<file path="config.mk">
export PLATFORM = sky130hd
export DESIGN_NAME = hds_stencil_pipe_flat
export DESIGN_NICKNAME = d
export VERILOG_FILES = /design/src/rtl/hds_pkg.sv /design/src/rtl/hds_if.sv /design/src/rtl/hds_stencil_pipe.sv /design/src/flat_wrapper.sv
export VERILOG_INCLUDE_DIRS = /design/src /design/src/rtl
export SDC_FILE = /design/constraint.sdc
export NUM_CORES = 2
export LEC_CHECK = 0
export BUFFER_PORTS_ARGS = -buffer_cell sky130_fd_sc_hd__buf_2
export CAP_MARGIN = 20
export CORE_MARGIN = 2
export CORE_UTILIZATION = 45
export CTS_CLUSTER_DIAMETER = 100
export CTS_CLUSTER_SIZE = 40
export DETAILED_ROUTE_END_ITERATION = 16
export GPL_ROUTABILITY_DRIVEN = 0
export HOLD_SLACK_MARGIN = 0.15
export PLACE_DENSITY = 0.61
export SYNTH_ARGS = -nofsm -noshare
export SYNTH_HDL_FRONTEND = slang
export SYNTH_SLANG_ARGS = --single-unit
</file>
<file path="constraint.sdc">
create_clock -name clk -period 8.37 [get_ports clk]
set_input_delay 1.2555 -clock clk [delete_from_list [all_inputs] [get_ports clk]]
set_output_delay 1.2555 -clock clk [all_outputs]
set_load 0.01 [all_outputs]
</file>
<file path="src/rtl/heat_diffusion_stencil_pass_core_assert.svh">
// Assertion macros shared by the stencil pass RTL
`ifndef HEAT_DIFFUSION_STENCIL_PASS_CORE_ASSERT_SVH
`define HEAT_DIFFUSION_STENCIL_PASS_CORE_ASSERT_SVH

// Same-cycle implication, sampled on clk, off while rst_n is low
`define HDS_CHECK(label, ante, cons) \
    label: assert property (@(posedge clk) disable iff (!rst_n) (ante) |-> (cons)) \
        else $error("hds check failed");

// Next-cycle implication, sampled on clk, off while rst_n is low
`define HDS_CHECK_NEXT(label, ante, cons) \
    label: assert property (@(posedge clk) disable iff (!rst_n) (ante) |=> (cons)) \
        else $error("hds check failed");

`endif

</file>
<file path="src/rtl/hds_pkg.sv">
// Shared constants, codes and types of the stencil pass core
`default_nettype none

package hds_pkg;

    // Size defaults
    localparam int DEF_MAX_ROW_LENGTH = 1024;
    localparam int DEF_MAX_ROWS       = 4096;

    // Field widths
    localparam int LEVEL_W      = 32;
    localparam int ACC_W        = 48;
    localparam int ROW_LENGTH_W = 11;
    localparam int ROW_COUNT_W  = 13;
    localparam int GAIN_W       = 16;
    localparam int CFG_DATA_W   = 16;
    localparam int CFG_INDEX_W  = 2;

    // Register reset values
    localparam logic [ROW_LENGTH_W-1:0] ROW_LENGTH_RESET = 11'd1024;
    localparam logic [ROW_COUNT_W-1:0]  ROW_COUNT_RESET  = 13'd1024;
    localparam logic [GAIN_W-1:0]       GAIN_RESET       = 16'd655;

    // Lower clamps of the grid size
    localparam int MIN_ROW_LENGTH = 3;
    localparam int MIN_ROWS       = 2;

    // Q0.16 gain: product is scaled back by 16 bits, rounded half up
    localparam int ROUND_SHIFT = 16;
    localparam int ROUND_HALF  = 32768;

    // Register indexes
    typedef enum logic [CFG_INDEX_W-1:0] {
        CFG_ROW_LENGTH = 2'd0,
        CFG_ROW_COUNT  = 2'd1,
        CFG_GAIN       = 2'd2
    } cfg_index_t;

    // Input word kinds
    typedef enum logic {
        KIND_CELL  = 1'b0,
        KIND_DRAIN = 1'b1
    } kind_t;

    // Stencil operands handed from the row window to the arithmetic pipe
    typedef struct packed {
        logic [LEVEL_W-1:0] centre;
        logic [LEVEL_W-1:0] up;
        logic [LEVEL_W-1:0] left;
        logic [LEVEL_W-1:0] right;
        logic [LEVEL_W-1:0] down;
        logic               last;
    } hds_operands_t;

endpackage

`default_nettype wire

</file>
<file path="src/rtl/hds_if.sv">
// Valid/ready channels of the stencil pass core: cell input and result output
`default_nettype none


interface hds_out_if
    import hds_pkg::*;
();
    logic               valid;
    logic               ready;
    logic [LEVEL_W-1:0] new_level;
    logic [ACC_W-1:0]   change_total;
    logic               frame_end;

    modport source (output valid, output new_level, output change_total, output frame_end,
                    input ready);
    modport sink   (input valid, input new_level, input change_total, input frame_end,
                    output ready);
endinterface

`default_nettype wire

</file>
<file path="src/rtl/hds_stencil_pipe.sv">
// Stencil arithmetic pipeline with change accumulator and output register
`default_nettype none
`include "heat_diffusion_stencil_pass_core_assert.svh"

module hds_stencil_pipe
    import hds_pkg::*;
(
    input  logic              clk,
    input  logic              rst_n,
    input  logic [GAIN_W-1:0] gain,
    input  logic              op_valid,
    input  hds_operands_t     op,
    output logic              pipe_free,
    hds_out_if.source         cell_out
);

    localparam int SUM_W  = LEVEL_W + 2;
    localparam int LAP_W  = SUM_W + 1;
    localparam int MAG_W  = SUM_W;
    localparam int PROD_W = MAG_W + GAIN_W;
    localparam int RND_W  = PROD_W + 1;
    localparam int D_W    = RND_W - ROUND_SHIFT;
    localparam int RES_W  = D_W + 2;
    localparam int SUMA_W = ACC_W + 1;

    // Stage valids and load strobes
    logic v1_reg, v2_reg, v3_reg, v4_reg, out_valid_reg;
    logic load1, load2, load3, load4, load5;

    // Stage 1: operands
    hds_operands_t op1_reg;
    // Stage 2: Laplacian magnitude
    logic [MAG_W-1:0]   mag2_reg;
    logic               neg2_reg, last2_reg;
    logic [LEVEL_W-1:0] centre2_reg;
    // Stage 3: scaled product
    logic [PROD_W-1:0]  prod3_reg;
    logic               neg3_reg, last3_reg;
    logic [LEVEL_W-1:0] centre3_reg;
    // Stage 4: rounded change
    logic [D_W-1:0]     d4_reg;
    logic               neg4_reg, last4_reg;
    logic [LEVEL_W-1:0] centre4_reg;
    // Output and accumulator
    logic [LEVEL_W-1:0] new_level_reg;
    logic [ACC_W-1:0]   change_total_reg;
    logic               frame_end_reg;
    logic [ACC_W-1:0]   acc_reg, acc_next;

    logic [SUM_W-1:0]        nsum;
    logic signed [LAP_W-1:0] lap;
    logic                    lap_neg;
    logic [MAG_W-1:0]        lap_mag;
    logic [RND_W-1:0]        rnd;
    logic signed [RES_W-1:0] c_ext, d_ext, res;
    logic [LEVEL_W-1:0]      res_sat;
    logic [SUMA_W-1:0]       acc_sum;
    logic [ACC_W-1:0]        acc_sat;

    // Back-pressure chain
    assign load5     = !out_valid_reg || cell_out.ready;
    assign load4     = !v4_reg || load5;
    assign load3     = !v3_reg || load4;
    assign load2     = !v2_reg || load3;
    assign load1     = !v1_reg || load2;
    assign pipe_free = load1;

    always_ff @(posedge clk or negedge rst_n)
    begin
        if (!rst_n)
        begin
            v1_reg        <= 1'b0;
            v2_reg        <= 1'b0;
            v3_reg        <= 1'b0;
            v4_reg        <= 1'b0;
            out_valid_reg <= 1'b0;
        end
        else
        begin
            if (load1) v1_reg        <= op_valid;
            if (load2) v2_reg        <= v1_reg;
            if (load3) v3_reg        <= v2_reg;
            if (load4) v4_reg        <= v3_reg;
            if (load5) out_valid_reg <= v4_reg;
        end
    end

    // Laplacian: four neighbours minus four times the centre
    always_comb
    begin
        nsum    = SUM_W'(op1_reg.up) + SUM_W'(op1_reg.left)
                + SUM_W'(op1_reg.right) + SUM_W'(op1_reg.down);
        lap     = $signed({1'b0, nsum}) - $signed({1'b0, op1_reg.centre, 2'b00});
        lap_neg = lap[LAP_W-1];
        lap_mag = lap_neg ? MAG_W'(-lap) : MAG_W'(lap);
    end

    // Round half away from zero on the magnitude
    assign rnd = RND_W'(prod3_reg) + RND_W'(ROUND_HALF);

    // Apply the change with saturation to the level range
    always_comb
    begin
        c_ext = $signed({{(RES_W - LEVEL_W){1'b0}}, centre4_reg});
        d_ext = $signed({2'b00, d4_reg});
        res   = neg4_reg ? (c_ext - d_ext) : (c_ext + d_ext);
        if (res[RES_W-1])
        begin
            res_sat = '0;
        end
        else if (res[RES_W-2:LEVEL_W] != '0)
        begin
            res_sat = '1;
        end
        else
        begin
            res_sat = res[LEVEL_W-1:0];
        end
    end

    // Saturating change accumulator
    always_comb
    begin
        acc_sum  = SUMA_W'(acc_reg) + SUMA_W'(d4_reg);
        acc_sat  = acc_sum[ACC_W] ? '1 : acc_sum[ACC_W-1:0];
        acc_next = acc_reg;
        if (load5 && v4_reg)
        begin
            acc_next = last4_reg ? '0 : acc_sat;
        end
    end

    always_ff @(posedge clk or negedge rst_n)
    begin
        if (!rst_n)
        begin
            acc_reg <= '0;
        end
        else
        begin
            acc_reg <= acc_next;
        end
    end

    // Stage payload registers
    always_ff @(posedge clk)
    begin
        if (load1)
        begin
            op1_reg <= op;
        end
        if (load2)
        begin
            mag2_reg    <= lap_mag;
            neg2_reg    <= lap_neg;
            centre2_reg <= op1_reg.centre;
            last2_reg   <= op1_reg.last;
        end
        if (load3)
        begin
            prod3_reg   <= PROD_W'(mag2_reg) * PROD_W'(gain);
            neg3_reg    <= neg2_reg;
            centre3_reg <= centre2_reg;
            last3_reg   <= last2_reg;
        end
        if (load4)
        begin
            d4_reg      <= rnd[RND_W-1:ROUND_SHIFT];
            neg4_reg    <= neg3_reg;
            centre4_reg <= centre3_reg;
            last4_reg   <= last3_reg;
        end
        if (load5)
        begin
            new_level_reg    <= res_sat;
            change_total_reg <= last4_reg ? acc_sat : '0;
            frame_end_reg    <= last4_reg;
        end
    end

    assign cell_out.valid        = out_valid_reg;
    assign cell_out.new_level    = new_level_reg;
    assign cell_out.change_total = change_total_reg;
    assign cell_out.frame_end    = frame_end_reg;

    // Checks
    `HDS_CHECK(a_total_only_at_end, cell_out.valid && !cell_out.frame_end,
               cell_out.change_total == '0)
    `HDS_CHECK_NEXT(a_acc_cleared, load5 && v4_reg && last4_reg, acc_reg == '0)
    `HDS_CHECK(a_empty_output_frees_pipe, !out_valid_reg, pipe_free)

endmodule

`default_nettype wire

</file>
<file path="src/flat_wrapper.sv">
// flat-port wrapper written by rule: the top's interface ports become plain ports
module hds_stencil_pipe_flat import hds_pkg::*;
  (clk, rst_n, gain, op_valid, op, pipe_free, cell_out_valid, cell_out_new_level, cell_out_change_total, cell_out_frame_end, cell_out_ready);
  hds_out_if cell_out_i ();
  input  logic clk;
  input  logic rst_n;
  input  logic [GAIN_W-1:0] gain;
  input  logic op_valid;
  input  hds_operands_t op;
  output logic pipe_free;
  output wire logic [$bits(cell_out_i.valid)-1:0] cell_out_valid;
  output wire logic [$bits(cell_out_i.new_level)-1:0] cell_out_new_level;
  output wire logic [$bits(cell_out_i.change_total)-1:0] cell_out_change_total;
  output wire logic [$bits(cell_out_i.frame_end)-1:0] cell_out_frame_end;
  input wire logic [$bits(cell_out_i.ready)-1:0] cell_out_ready;
  assign cell_out_valid = cell_out_i.valid;
  assign cell_out_new_level = cell_out_i.new_level;
  assign cell_out_change_total = cell_out_i.change_total;
  assign cell_out_frame_end = cell_out_i.frame_end;
  assign cell_out_i.ready = cell_out_ready;
  hds_stencil_pipe u_core (.clk(clk), .rst_n(rst_n), .gain(gain), .op_valid(op_valid), .op(op), .pipe_free(pipe_free), .cell_out(cell_out_i));
endmodule
</file>
==> flow_summary.ini <==
[cells_and_area]
area_delta_synth_final_pct = 8.72
nFillCells = 9190
drive_above_1_share = 0.0944
final_nets = 5666
register_area_sq_um = 14800
largest_reg_flops = 161
multi_input_area_sq_um = 27200
final_area_sq_um = 49000

[placement]
dpl.hpwl_microns = 91800
postPlaceCellArea_sq_um = 47900
io_buffers = 263

[routing]
drtIter0Drc = 2475
wl_per_cell_microns = 19.2
postRouteWirelength_microns = 115000
ant_nets = 0
num_vias = 32491
drc_errors = 0
dr.pass1.iters = 6
routed_via_density = 5.41

[die]
io_pins = 264
core.rowCount = 116
die_y_microns = 321
die_w_microns = 321
initial_core_util = 0.452
core_area_sq_um = 99700
fp.dieArea_sq_um = 103000

[setup_path]
timing.rr.end = u_core.mag2_reg[33]
startpoint_type = register
critical_path_class = register to register
cpPeakStageDelay_ps = 490
crit_fanout = 9
critPathRequiredTime_ps = 8730
worstPathArrival_ps = 8250
crit_path_end_kind = register
ff2ff_path_depth = 37
cp_slowest_cell = fa_1
r2r-start = u_core.op1_reg[65]
ff2ff_setup_slack_ps = 480

[cts]
ctsHoldBuffers = 0
htree_levels = 1
clockBufferDepth = 3
path_clk_slew_ps = 130
cts_tree = yes
clk_latency_ps = 610
cts_buffers = 22
root_buffer = clkbuf_16
clkSinkCount = 501

[sta]
fin_crit_sh = 0.942
skew_ps = 36.5
report.final.slew_viol_count = 0
tightestPinTransition_ps = 992
post-route-min-period_ps = 7890
hold_viol = 0
setup_viol = 0
clock.fmax_mhz = 127
slew_headroom = 0.338

[synth]
netlist.top_cell.by_area = edfxtp_1
synthArstFlopShare = 0.106
synth_top_area_frac = 0.298
synthXorXnorAreaFrac = 0.0460
synth-edff-count = 448
synth_compound_area_frac = 0.122
synth_top_family_by_area = adder cells
ys_warn_count = 0
synth_nets = 5476
synth.most_common_cell = inv_1
ys_seq_area_frac = 0.328
netlist_area_sq_um = 45100
synth_top_flop_cell = edfxtp_1
synth_adder_area_share = 0.302
yosys-top-cells-area = edfxtp_1 30%, fa_1 21%, ha_1 8.8%
yosys_register_bits = 501
synth_common_cells = 677 x inv_1, 577 x nand2_1, 483 x fa_1
synth_area_per_cell_sq_um = 10.0
yosys.area_share.simple = 0.130
synth_cells = 4496
ys_types = 91
synth.mux.area_fraction = 0.00111

[hold_path]
worstHoldPathCells = 0
worstHoldStart = u_core.centre2_reg[27]
hold_end = u_core.centre3_reg[27]
hold_class = register to register

[grt]
overflow = 0
grt_pass1_wl_microns = 182000
grt_max_degree = 72
antenna_found_initial = 9
grt_usage = 0.224
grt_pass1_vias = 32626

[run_status]
status = finished clean

[flow_run]
drv_cap = 0
-- worst max path at each step --
stage | start | endpoint | cells after the start
floorplan | gain[4] | u_core.prod3_reg[49] | 24
global placement | gain[1] | u_core.prod3_reg[49] | 24
detailed placement | u_core.op1_reg[65] | u_core.mag2_reg[33] | 37
CTS | u_core.op1_reg[65] | u_core.mag2_reg[33] | 37
global route | u_core.op1_reg[65] | u_core.mag2_reg[33] | 37
finish | u_core.op1_reg[65] | u_core.mag2_reg[33] | 37
-- repair_timing --
| action | in CTS | in global routing |
|---|---|---|
| endpoints found under the setup margin | 0 | 34 |
| hold endpoints to repair | 0 | 0 |
| resized for setup | 0 | 27 |
| setup buffers | 0 | 6 |
-- cell usage in the layout, fill, tap and decap left out, types with 78 or more instances in the layout --
master	synthesis	layout
nor2_1	190	188
ha_1	316	314
a21oi_1	281	278
xnor2_1	149	149
a21o_1	97	97
edfxtp_1	448	448
buf_2	16	263
xor2_1	88	88
o21ai_0	137	133
nand2_1	577	575
buf_4	0	78
inv_1	677	676
fa_1	483	483
and2_1	164	164
-- layout make-up --
class | count | area share
clock buffer | 23 | 0.0117
tap | 1298 | 0.0331
multi-input combinational | 3139 | 0.555
timing repair buffer | 342 | 0.0394
antenna | 3 | 0.000153
sequential | 501 | 0.301
inverter | 680 | 0.0521
clock inverter | 16 | 0.00659
-- cell families (layout without fill, tap and decap cells) --
group	count (synthesis)	after routing
other	0	3
and+or+nand+nor	1246	1246
AOI/OAI and AO/OA	852	852
buffers and inverters	856	1061
DFF	501	501
muxes	5	5
adders and majority gates	799	799
xor gates and xnor gates	237	237
-- critical path: cells and delay by family, from the launching register on --
family | cells | cell delay [ps]
AO/OA/AOI/OAI | 14 | 2500
AND/OR/NAND/NOR | 13 | 2350
adder cells (fa/ha/maj) | 5 | 1860
XOR/XNOR | 3 | 450
flip-flops | 1 | 350
buffers and inverters | 2 | 100
-- per-stage QoR --
stage / setup slack [ps] / hold slack [ps] / util / TNS, ps / std cells
final: 482 / 398 / 0.492 / 0 / 6002
after global routing: -70.0 / 411 / 0.492 / -70.0 / 6001
after CTS: 0.0417 / 400 / 0.490 / 0 / 5992
after detailed placement: 58.2 / 405 / 0.481 / 0 / 5953
after global placement: 221 / 401 / 0.481 / 0 / 5953
after floorplan: 529 / 400 / - / 0 / 4496
-- routing by layer --
layer / track usage / up-vias / wire [microns]
li1: - / 15361 / -
met1: 0.317 / 15965 / 51800
met2: 0.367 / 1015 / 53400
met3: 0.0268 / 144 / 6820
met4: 0.0561 / 6 / 3130
met5: 0 / - / 34
Power is not shown: default switching activity piles up to over one toggle a cycle in this logic, so the estimate is an artifact.
